--- config.mk ---
export PLATFORM = sky130hd
export DESIGN_NAME = frame_ring_with_inflight_mask_core
export DESIGN_NICKNAME = d
export VERILOG_FILES = /design/src/frc_pkg.sv /design/src/frc_store.sv /design/src/frc_ctrl.sv /design/src/frame_ring_with_inflight_mask_core.sv
export SDC_FILE = /design/constraint.sdc
export NUM_CORES = 1
export LEC_CHECK = 0
export ABC_AREA = 1
export BUFFER_PORTS_ARGS = -buffer_cell sky130_fd_sc_hd__buf_2
export CAP_MARGIN = 5
export CORE_AREA = 2 2 420 318
export DETAILED_ROUTE_END_ITERATION = 12
export DIE_AREA = 0 0 422 320
export PLACE_DENSITY = 0.74
export SYNTH_ARGS = -nofsm -noshare
export SYNTH_HDL_FRONTEND = slang
export SYNTH_SLANG_ARGS = --single-unit
--- constraint.sdc ---
create_clock -name clk -period 30.6 [get_ports clk]
set_input_delay 6.12 -clock clk [delete_from_list [all_inputs] [get_ports clk]]
set_output_delay 6.12 -clock clk [all_outputs]
set_load 0.005 [all_outputs]
--- src/frc_pkg.sv ---
package frc_pkg;

  localparam logic [1:0] REQ_PUSH    = 2'd0;
  localparam logic [1:0] REQ_POP     = 2'd1;
  localparam logic [1:0] REQ_RELEASE = 2'd2;
  localparam logic [1:0] REQ_CLEAR   = 2'd3;

  localparam logic signed [3:0] NO_POOL_INDEX = -4'sd1;

  typedef struct packed {
    logic [1:0]        req_type;
    logic [63:0]       frame_handle;
    logic [62:0]       capture_time;
    logic [62:0]       source_time;
    logic [63:0]       fence_value;
    logic              needs_sync;
    logic signed [3:0] pool_index;
  } req_t;

  typedef struct packed {
    logic              pop_valid;
    logic [63:0]       out_handle;
    logic [62:0]       out_capture_time;
    logic [62:0]       out_source_time;
    logic [63:0]       out_fence;
    logic              out_sync;
    logic signed [3:0] out_pool_index;
    logic [63:0]       out_generation;
    logic [7:0]        inflight_mask;
    logic [2:0]        entry_count;
    logic              dropped_oldest;
  } rsp_t;

  typedef struct packed {
    logic [63:0]       handle;
    logic [62:0]       capture_time;
    logic [62:0]       source_time;
    logic [63:0]       fence;
    logic              sync;
    logic signed [3:0] pool_index;
    logic [63:0]       generation;
  } entry_t;

endpackage

--- src/frc_store.sv ---
module frc_store #(
  parameter int RING_DEPTH = 4,
  parameter int PW = 2
) (
  input  logic              clk,
  input  logic              wr_en,
  input  logic [PW-1:0]     wr_addr,
  input  frc_pkg::entry_t   wr_entry,
  input  logic [PW-1:0]     rd_addr,
  output frc_pkg::entry_t   head
);

  frc_pkg::entry_t mem [RING_DEPTH];

  always_ff @(posedge clk) begin
    if (wr_en) begin
      mem[wr_addr] <= wr_entry;
    end
  end

  // The head register always holds the oldest entry; a write to that same slot is forwarded.
  always_ff @(posedge clk) begin
    if (wr_en && (wr_addr == rd_addr)) begin
      head <= wr_entry;
    end else begin
      head <= mem[rd_addr];
    end
  end

endmodule

--- src/frc_ctrl.sv ---
module frc_ctrl #(
  parameter int RING_DEPTH = 4,
  parameter int POOL_SLOTS = 8,
  parameter int PW = 2,
  parameter int CW = 3
) (
  input  logic              clk,
  input  logic              rst,
  input  logic              advance,
  input  frc_pkg::req_t     item,
  input  frc_pkg::entry_t   head,
  input  logic [63:0]       generation,
  output frc_pkg::rsp_t     result,
  output logic              wr_en,
  output logic [PW-1:0]     wr_addr,
  output frc_pkg::entry_t   wr_entry,
  output logic [PW-1:0]     rd_addr
);

  logic [PW-1:0]         write_pointer, write_pointer_next;
  logic [PW-1:0]         read_pointer, read_pointer_next;
  logic [CW-1:0]         fill_count, fill_count_next;
  logic [POOL_SLOTS-1:0] busy_mask, busy_mask_next;
  logic [POOL_SLOTS-1:0] item_bit, head_bit;
  logic                  push_ok;
  logic                  full;
  logic [POOL_SLOTS+7:0] mask_ext;
  logic [CW+2:0]         count_ext;

  function automatic logic [PW-1:0] ptr_inc(input logic [PW-1:0] p);
    logic [PW-1:0] r;
    if (p == PW'(RING_DEPTH - 1)) begin
      r = '0;
    end else begin
      r = p + PW'(1);
    end
    return r;
  endfunction

  always_comb begin
    for (int i = 0; i < POOL_SLOTS; i++) begin
      item_bit[i] = !item.pool_index[3] && ({2'b00, item.pool_index[2:0]} == 5'(i));
      head_bit[i] = !head.pool_index[3] && ({2'b00, head.pool_index[2:0]} == 5'(i));
    end
  end

  assign push_ok = (item.req_type == frc_pkg::REQ_PUSH) && (item.frame_handle != 64'd0);
  assign full    = (fill_count >= CW'(RING_DEPTH));

  always_comb begin
    write_pointer_next = write_pointer;
    read_pointer_next  = read_pointer;
    fill_count_next    = fill_count;
    busy_mask_next     = busy_mask;
    result             = '0;
    result.out_pool_index = frc_pkg::NO_POOL_INDEX;
    unique case (item.req_type)
      frc_pkg::REQ_PUSH: begin
        if (push_ok) begin
          if (full) begin
            busy_mask_next    = busy_mask & ~head_bit;
            read_pointer_next = ptr_inc(read_pointer);
            result.dropped_oldest = 1'b1;
          end else begin
            fill_count_next = fill_count + CW'(1);
          end
          busy_mask_next     = busy_mask_next | item_bit;
          write_pointer_next = ptr_inc(write_pointer);
        end
      end
      frc_pkg::REQ_POP: begin
        if (fill_count != '0) begin
          read_pointer_next       = ptr_inc(read_pointer);
          fill_count_next         = fill_count - CW'(1);
          result.pop_valid        = 1'b1;
          result.out_handle       = head.handle;
          result.out_capture_time = head.capture_time;
          result.out_source_time  = head.source_time;
          result.out_fence        = head.fence;
          result.out_sync         = head.sync;
          result.out_pool_index   = head.pool_index;
          result.out_generation   = head.generation;
        end
      end
      frc_pkg::REQ_RELEASE: begin
        busy_mask_next = busy_mask & ~item_bit;
      end
      frc_pkg::REQ_CLEAR: begin
        write_pointer_next = '0;
        read_pointer_next  = '0;
        fill_count_next    = '0;
        busy_mask_next     = '0;
      end
      default: begin
      end
    endcase
    mask_ext             = {8'd0, busy_mask_next};
    count_ext            = {3'd0, fill_count_next};
    result.inflight_mask = mask_ext[7:0];
    result.entry_count   = count_ext[2:0];
  end

  assign wr_en   = advance && push_ok;
  assign wr_addr = write_pointer;
  assign rd_addr = advance ? read_pointer_next : read_pointer;

  always_comb begin
    wr_entry.handle       = item.frame_handle;
    wr_entry.capture_time = item.capture_time;
    wr_entry.source_time  = item.source_time;
    wr_entry.fence        = item.fence_value;
    wr_entry.sync         = item.needs_sync;
    wr_entry.pool_index   = item.pool_index;
    wr_entry.generation   = generation;
  end

  always_ff @(posedge clk) begin
    if (rst) begin
      write_pointer <= '0;
      read_pointer  <= '0;
      fill_count    <= '0;
      busy_mask     <= '0;
    end else if (advance) begin
      write_pointer <= write_pointer_next;
      read_pointer  <= read_pointer_next;
      fill_count    <= fill_count_next;
      busy_mask     <= busy_mask_next;
    end
  end

endmodule

--- src/frame_ring_with_inflight_mask_core.sv ---
// Ring of frame descriptors that drops its oldest entry when a push finds it full, with an
// in-flight bit per pool slot. Each request (push, pop, release, clear) yields exactly one
// result carrying the popped descriptor, the in-flight mask and the entry count after the
// request. A request is registered on entry, processed in one pass against the head register
// that always holds the oldest descriptor, and its result is registered on exit, so the block
// takes one request per clock while the result side is not stalled. The user must write the
// generation tag via the configuration channel while no request is pending; not enforced.
module frame_ring_with_inflight_mask_core #(
  parameter int RING_DEPTH = 4,
  parameter int POOL_SLOTS = 8
) (
  input  logic            clk,
  input  logic            rst,
  input  logic            req_valid,
  output logic            req_stall,
  input  frc_pkg::req_t   req_data,
  output logic            rsp_valid,
  input  logic            rsp_stall,
  output frc_pkg::rsp_t   rsp_data,
  input  logic            cfg_valid,
  output logic            cfg_ready,
  input  logic [63:0]     cfg_data
);

  localparam int PW = (RING_DEPTH > 1) ? $clog2(RING_DEPTH) : 1;
  localparam int CW = $clog2(RING_DEPTH + 1);

  logic              item_valid;
  frc_pkg::req_t     item;
  logic              advance;
  logic [63:0]       generation_tag;
  frc_pkg::rsp_t     result;
  frc_pkg::entry_t   head;
  frc_pkg::entry_t   wr_entry;
  logic              wr_en;
  logic [PW-1:0]     wr_addr;
  logic [PW-1:0]     rd_addr;

  assign advance   = item_valid && (!rsp_valid || !rsp_stall);
  assign req_stall = item_valid && !advance;
  assign cfg_ready = 1'b1;

  always_ff @(posedge clk) begin
    if (rst) begin
      item_valid <= 1'b0;
    end else if (!req_stall) begin
      item_valid <= req_valid;
    end
  end

  always_ff @(posedge clk) begin
    if (req_valid && !req_stall) begin
      item <= req_data;
    end
  end

  always_ff @(posedge clk) begin
    if (rst) begin
      generation_tag <= 64'd0;
    end else if (cfg_valid && cfg_ready) begin
      generation_tag <= cfg_data;
    end
  end

  always_ff @(posedge clk) begin
    if (rst) begin
      rsp_valid <= 1'b0;
    end else if (advance) begin
      rsp_valid <= 1'b1;
    end else if (!rsp_stall) begin
      rsp_valid <= 1'b0;
    end
  end

  always_ff @(posedge clk) begin
    if (advance) begin
      rsp_data <= result;
    end
  end

  frc_ctrl #(
    .RING_DEPTH(RING_DEPTH),
    .POOL_SLOTS(POOL_SLOTS),
    .PW(PW),
    .CW(CW)
  ) u_ctrl (
    .clk(clk),
    .rst(rst),
    .advance(advance),
    .item(item),
    .head(head),
    .generation(generation_tag),
    .result(result),
    .wr_en(wr_en),
    .wr_addr(wr_addr),
    .wr_entry(wr_entry),
    .rd_addr(rd_addr)
  );

  frc_store #(
    .RING_DEPTH(RING_DEPTH),
    .PW(PW)
  ) u_store (
    .clk(clk),
    .wr_en(wr_en),
    .wr_addr(wr_addr),
    .wr_entry(wr_entry),
    .rd_addr(rd_addr),
    .head(head)
  );

endmodule

==> results.txt <==
- Top achievable clock speed: 0.0788 GHz
- Cell types with the highest counts after synthesis: sky130_fd_sc_hd__edfxtp_1 (1889), sky130_fd_sc_hd__nor2_1 (1483), sky130_fd_sc_hd__o21ai_0 (664)
- Async SR Flop Fraction: 0%
- Final critical path time including I/O delays and setup: 12.69 ns
- The critical path starts at rsp_stall.
* Die Y: 320 um
* Antenna violations before repair: 27
- Share of the synthesized area in the top cell type: 79.3%
- In this run the worst path has a maximum fanout of 3.
* Net count reported at finish: 5998
- Setup TNS: 0 ns
* R2r endpoint: u_store.mem[2][179]
- Cell breakdown of the critical path: buf_2, nand2_1, nor2_1, buf_2
- Placed wire-length estimate after detailed placement: 91400 um
- Final Max Slew Viols: 0
- The congestion estimate from routability-driven global placement came to 0.821.
- Max-cap violation count: 0
- The area growth from synthesis to layout is 14.6%.
* Gr usage total: 23.8%
- For this run, design rule violations remaining after detail routing come to 0.
- Hold is met by 0.485 ns.
- Yosys attributes the largest share of cell area to sky130_fd_sc_hd__edfxtp_1 (79%), sky130_fd_sc_hd__nor2_1 (7.8%), sky130_fd_sc_hd__o21ai_0 (4.6%).
- Post-CTS timing repair inserted 0 buffers for setup.
- After layout, the worst path uses 41.5% of the clock period.
- Initial standard-cell utilization of the core: 54.8%
- Entering global routing, the biggest net connects 237 pins.
- Cell area after synthesis: 71500 um2
- The number of hold buffers added after CTS was 0.
- Once layout is complete, the cells apart from fillers number 7579.
- Clock sink count: 1972
* Total power after layout: 5.51 mW
- The layer flagged by global routing as most heavily used is met2.
- Worst Path Class, Setup: in -> out
- Worst setup skew after layout: 0.0387 ns
- In the synthesized netlist the dominant register cell turns out to be sky130_fd_sc_hd__edfxtp_1.
- Clock latency at the later pin of the worst-skew pair: 0.83 ns
- Placed cell area: 76400 um2
- Register bit total from synthesis: 1972
* Kind of start point of the critical path: input pin
* Ratio of cells with drive above 1 in the final layout: 17.0%
- Each instance of the synthesized netlist takes up on average 14.2 um2.
- Number of cells on the critical path: 4
- Number of buffers and inverters on the critical path: 2
* CP Data Required Time: 24.48 ns
- The final hold violation count is 0.
* Register clock-pin slew on the reported worst setup and hold paths: 0.06 ns
- Inserted Clock Buffers: 179
* Final wirelength: 164000 um
* Power per standard cell area: 67.2 nW/um2
* Bufs on Longest Clock Path: 3
- Dividing the detail-routed via count by the number of cells gives 5.52.
- In this run the critical register-to-register path is launched from item[244].
- Number of cells produced by synthesis: 5031
- Global routing met3 resource utilization: 4.60%
- Post-synth cell types: 32
* Wire length of the first global-routing pass: 244000 um
* Kind of end point of the critical path: output port
- The core region is 131000 um2.
- The count of nets left with antenna violations once routing finished came out at 0.
* Capture endpoint of the worst hold path: u_store.mem[0][36]
- For the pin with the worst max-slew slack, the measured transition is 1.22 ns.
* Cell occurring most often along the worst timing path: sky130_fd_sc_hd__buf_2
- sky130_fd_sc_hd__edfxtp_1 takes more of the synthesized area than any other cell.
* Worst vdd rail ir drop: 0.0000593 V
* Net count of the mapped netlist: 5369
- In this run the count of I/O pins placed on the die edge is 669.
- Worst relative slew slack: 18.7%
- Synth warnings: 0
- Setup repair after global routing left no endpoint under its margin.
* P_leak: 28.6 nW
- After routing the design area is 82000 um2.
* Via count: 41900
* Final setup violation count: 0
- Port Buffer Count: 667
* Sequential-to-total area share from yosys stat: 81.6%
* Level count of the clock H-tree: 4
* Outcome: finished clean
- Worst setup slack for register-to-register paths: 25.50 ns
* Count of flip-flops with a built-in enable after synthesis: 1889
- Along the worst hold path, the cell count comes to 0.
- Iteration-0 DRC count of the detailed router: 4581
- In the global route stage, met2 resource usage came out at 38.7%.
- GRT Residual Overflow: 0
- Total of cells resized after clock tree synthesis: 0
* WL/cell: 21.7 um
- The layout has 9268 filler cells.
* Hold_sp: generation_tag[36]
- Global routing used 31.8% of the available met1 tracks.
- Utilization of the core after routing: 62.7%
* Via count of the first global-routing pass: 39900
- Worst-path cell with the longest stage delay: sky130_fd_sc_hd__nor2_1
* Hold WC Path Type: reg -> reg
* DIE AREA: 135000 um2
- Worst Setup Slack, final: 17.91 ns
- Arrival time at the worst endpoint: 6.57 ns
- After floorplanning, the core was divided into 115 placement rows.
- Clock tree from TritonCTS: built
* Horizontal die dimension: 422 um
- Most repeated cell in the gate-level netlist after synthesis: sky130_fd_sc_hd__edfxtp_1
- Count of TritonRoute iterations in the first routing pass: 5
* DP Cell Count: 7234
- Cells on worst reg2reg path: 13
- Largest incremental delay on the critical path: 0.15 ns
* Setup slack at placement: 17.92 ns
- Cell family contributing the most delay on the critical path: simple AND/OR/NAND/NOR gates
- Buffer type at the clock tree root: sky130_fd_sc_hd__clkbuf_16
power breakdown:
part	switching [mW]	internal, mW
registers	0.0491	3.03
clock network	0.954	1.16
logic	0.221	0.0926
cells in the final DEF (no fill, tap or decap), drive strengths merged:
cell type	synthesis	final
o31ai	1	1
inv	56	65
nor2	1486	1486
or2	1	1
o211ai	2	2
edfxtp	1889	1889
diode	0	14
ha	8	8
bufinv	0	5
dfxtp	83	83
nand4	5	5
conb	1	1
a21oi	340	340
o21ai	719	719
nand3b	1	1
clkinvlp	0	4
clkinv	1	74
a22oi	1	1
nand2	125	125
nor3	1	1
nand3	33	33
clkbuf	160	240
buf	116	724
xor2	2	2
metal layers:
layer	vias up	share of wire, %
met5	-	0.075
met4	18	3.8
met3	337	7.7
met2	1819	49
met1	20400	39
li1	19300	-
worst register-to-register path: stages, from the launching register on:
cell                       delay [ns]
sky130_fd_sc_hd__edfxtp_1        0.46
sky130_fd_sc_hd__nor2_1          0.08
sky130_fd_sc_hd__nand2_1         0.08
sky130_fd_sc_hd__nor2_1          0.04
sky130_fd_sc_hd__nand2_1         0.15
sky130_fd_sc_hd__nor2_1          0.09
sky130_fd_sc_hd__nand2_2         0.18
sky130_fd_sc_hd__nand2_1         0.30
sky130_fd_sc_hd__inv_2           0.29
sky130_fd_sc_hd__nand2_1         0.33
sky130_fd_sc_hd__nor2_4          0.18
sky130_fd_sc_hd__buf_4           0.62
sky130_fd_sc_hd__buf_4           0.83
sky130_fd_sc_hd__buf_4           1.00
how the worst max path moves through the flow:
| stage | end | slack (ns) |
|---|---|---|
| CTS | req_stall | 17.91 |
| global placement | req_stall | 17.93 |
| global route | req_stall | 17.85 |
| detailed placement | req_stall | 17.92 |
| finish | req_stall | 17.91 |
| floorplan | u_store.mem[3][0] | 5.02 |
sequential cells by signal, indices dropped and copies added, names as in the netlist, 2 cells and up, named ones only:
signal	flops
u_store.mem	1292
rsp_data	336
item	261
generation_tag	64
u_ctrl.busy_mask	8
u_ctrl.fill_count	3
u_ctrl.read_pointer	2
u_ctrl.wr_addr	2
cell type report:
cell class                      instances  area [um2]  area share (%)
Inverter                               57         253           0.308
Timing Repair Buffer                  724        3800            4.64
Multi-Input combinational cell       2726       11800            14.4
Tap cell                             1755        2200            2.68
Antenna cell                           14        35.0          0.0427
Sequential cell                      1972       58400            71.2
Clock buffer                          240        4860            5.93
Clock inverter                         91         644           0.786
cells by family (layout without fill, tap and decap cells):
family                     count (synthesis)  in the layout  synth area share, %
AOI/OAI and AO/OA                       1063           1063                 7.46
DFF                                     1972           1972                 81.6
and+or+nand+nor                         1652           1652                 8.80
xor gates and xnor gates                   2              2               0.0245
adders and majority gates                  8              8                0.140
other                                      1             15              0.00524
buffers and inverters                    333           1112                 1.97
Power figures use the tool's default switching activity.
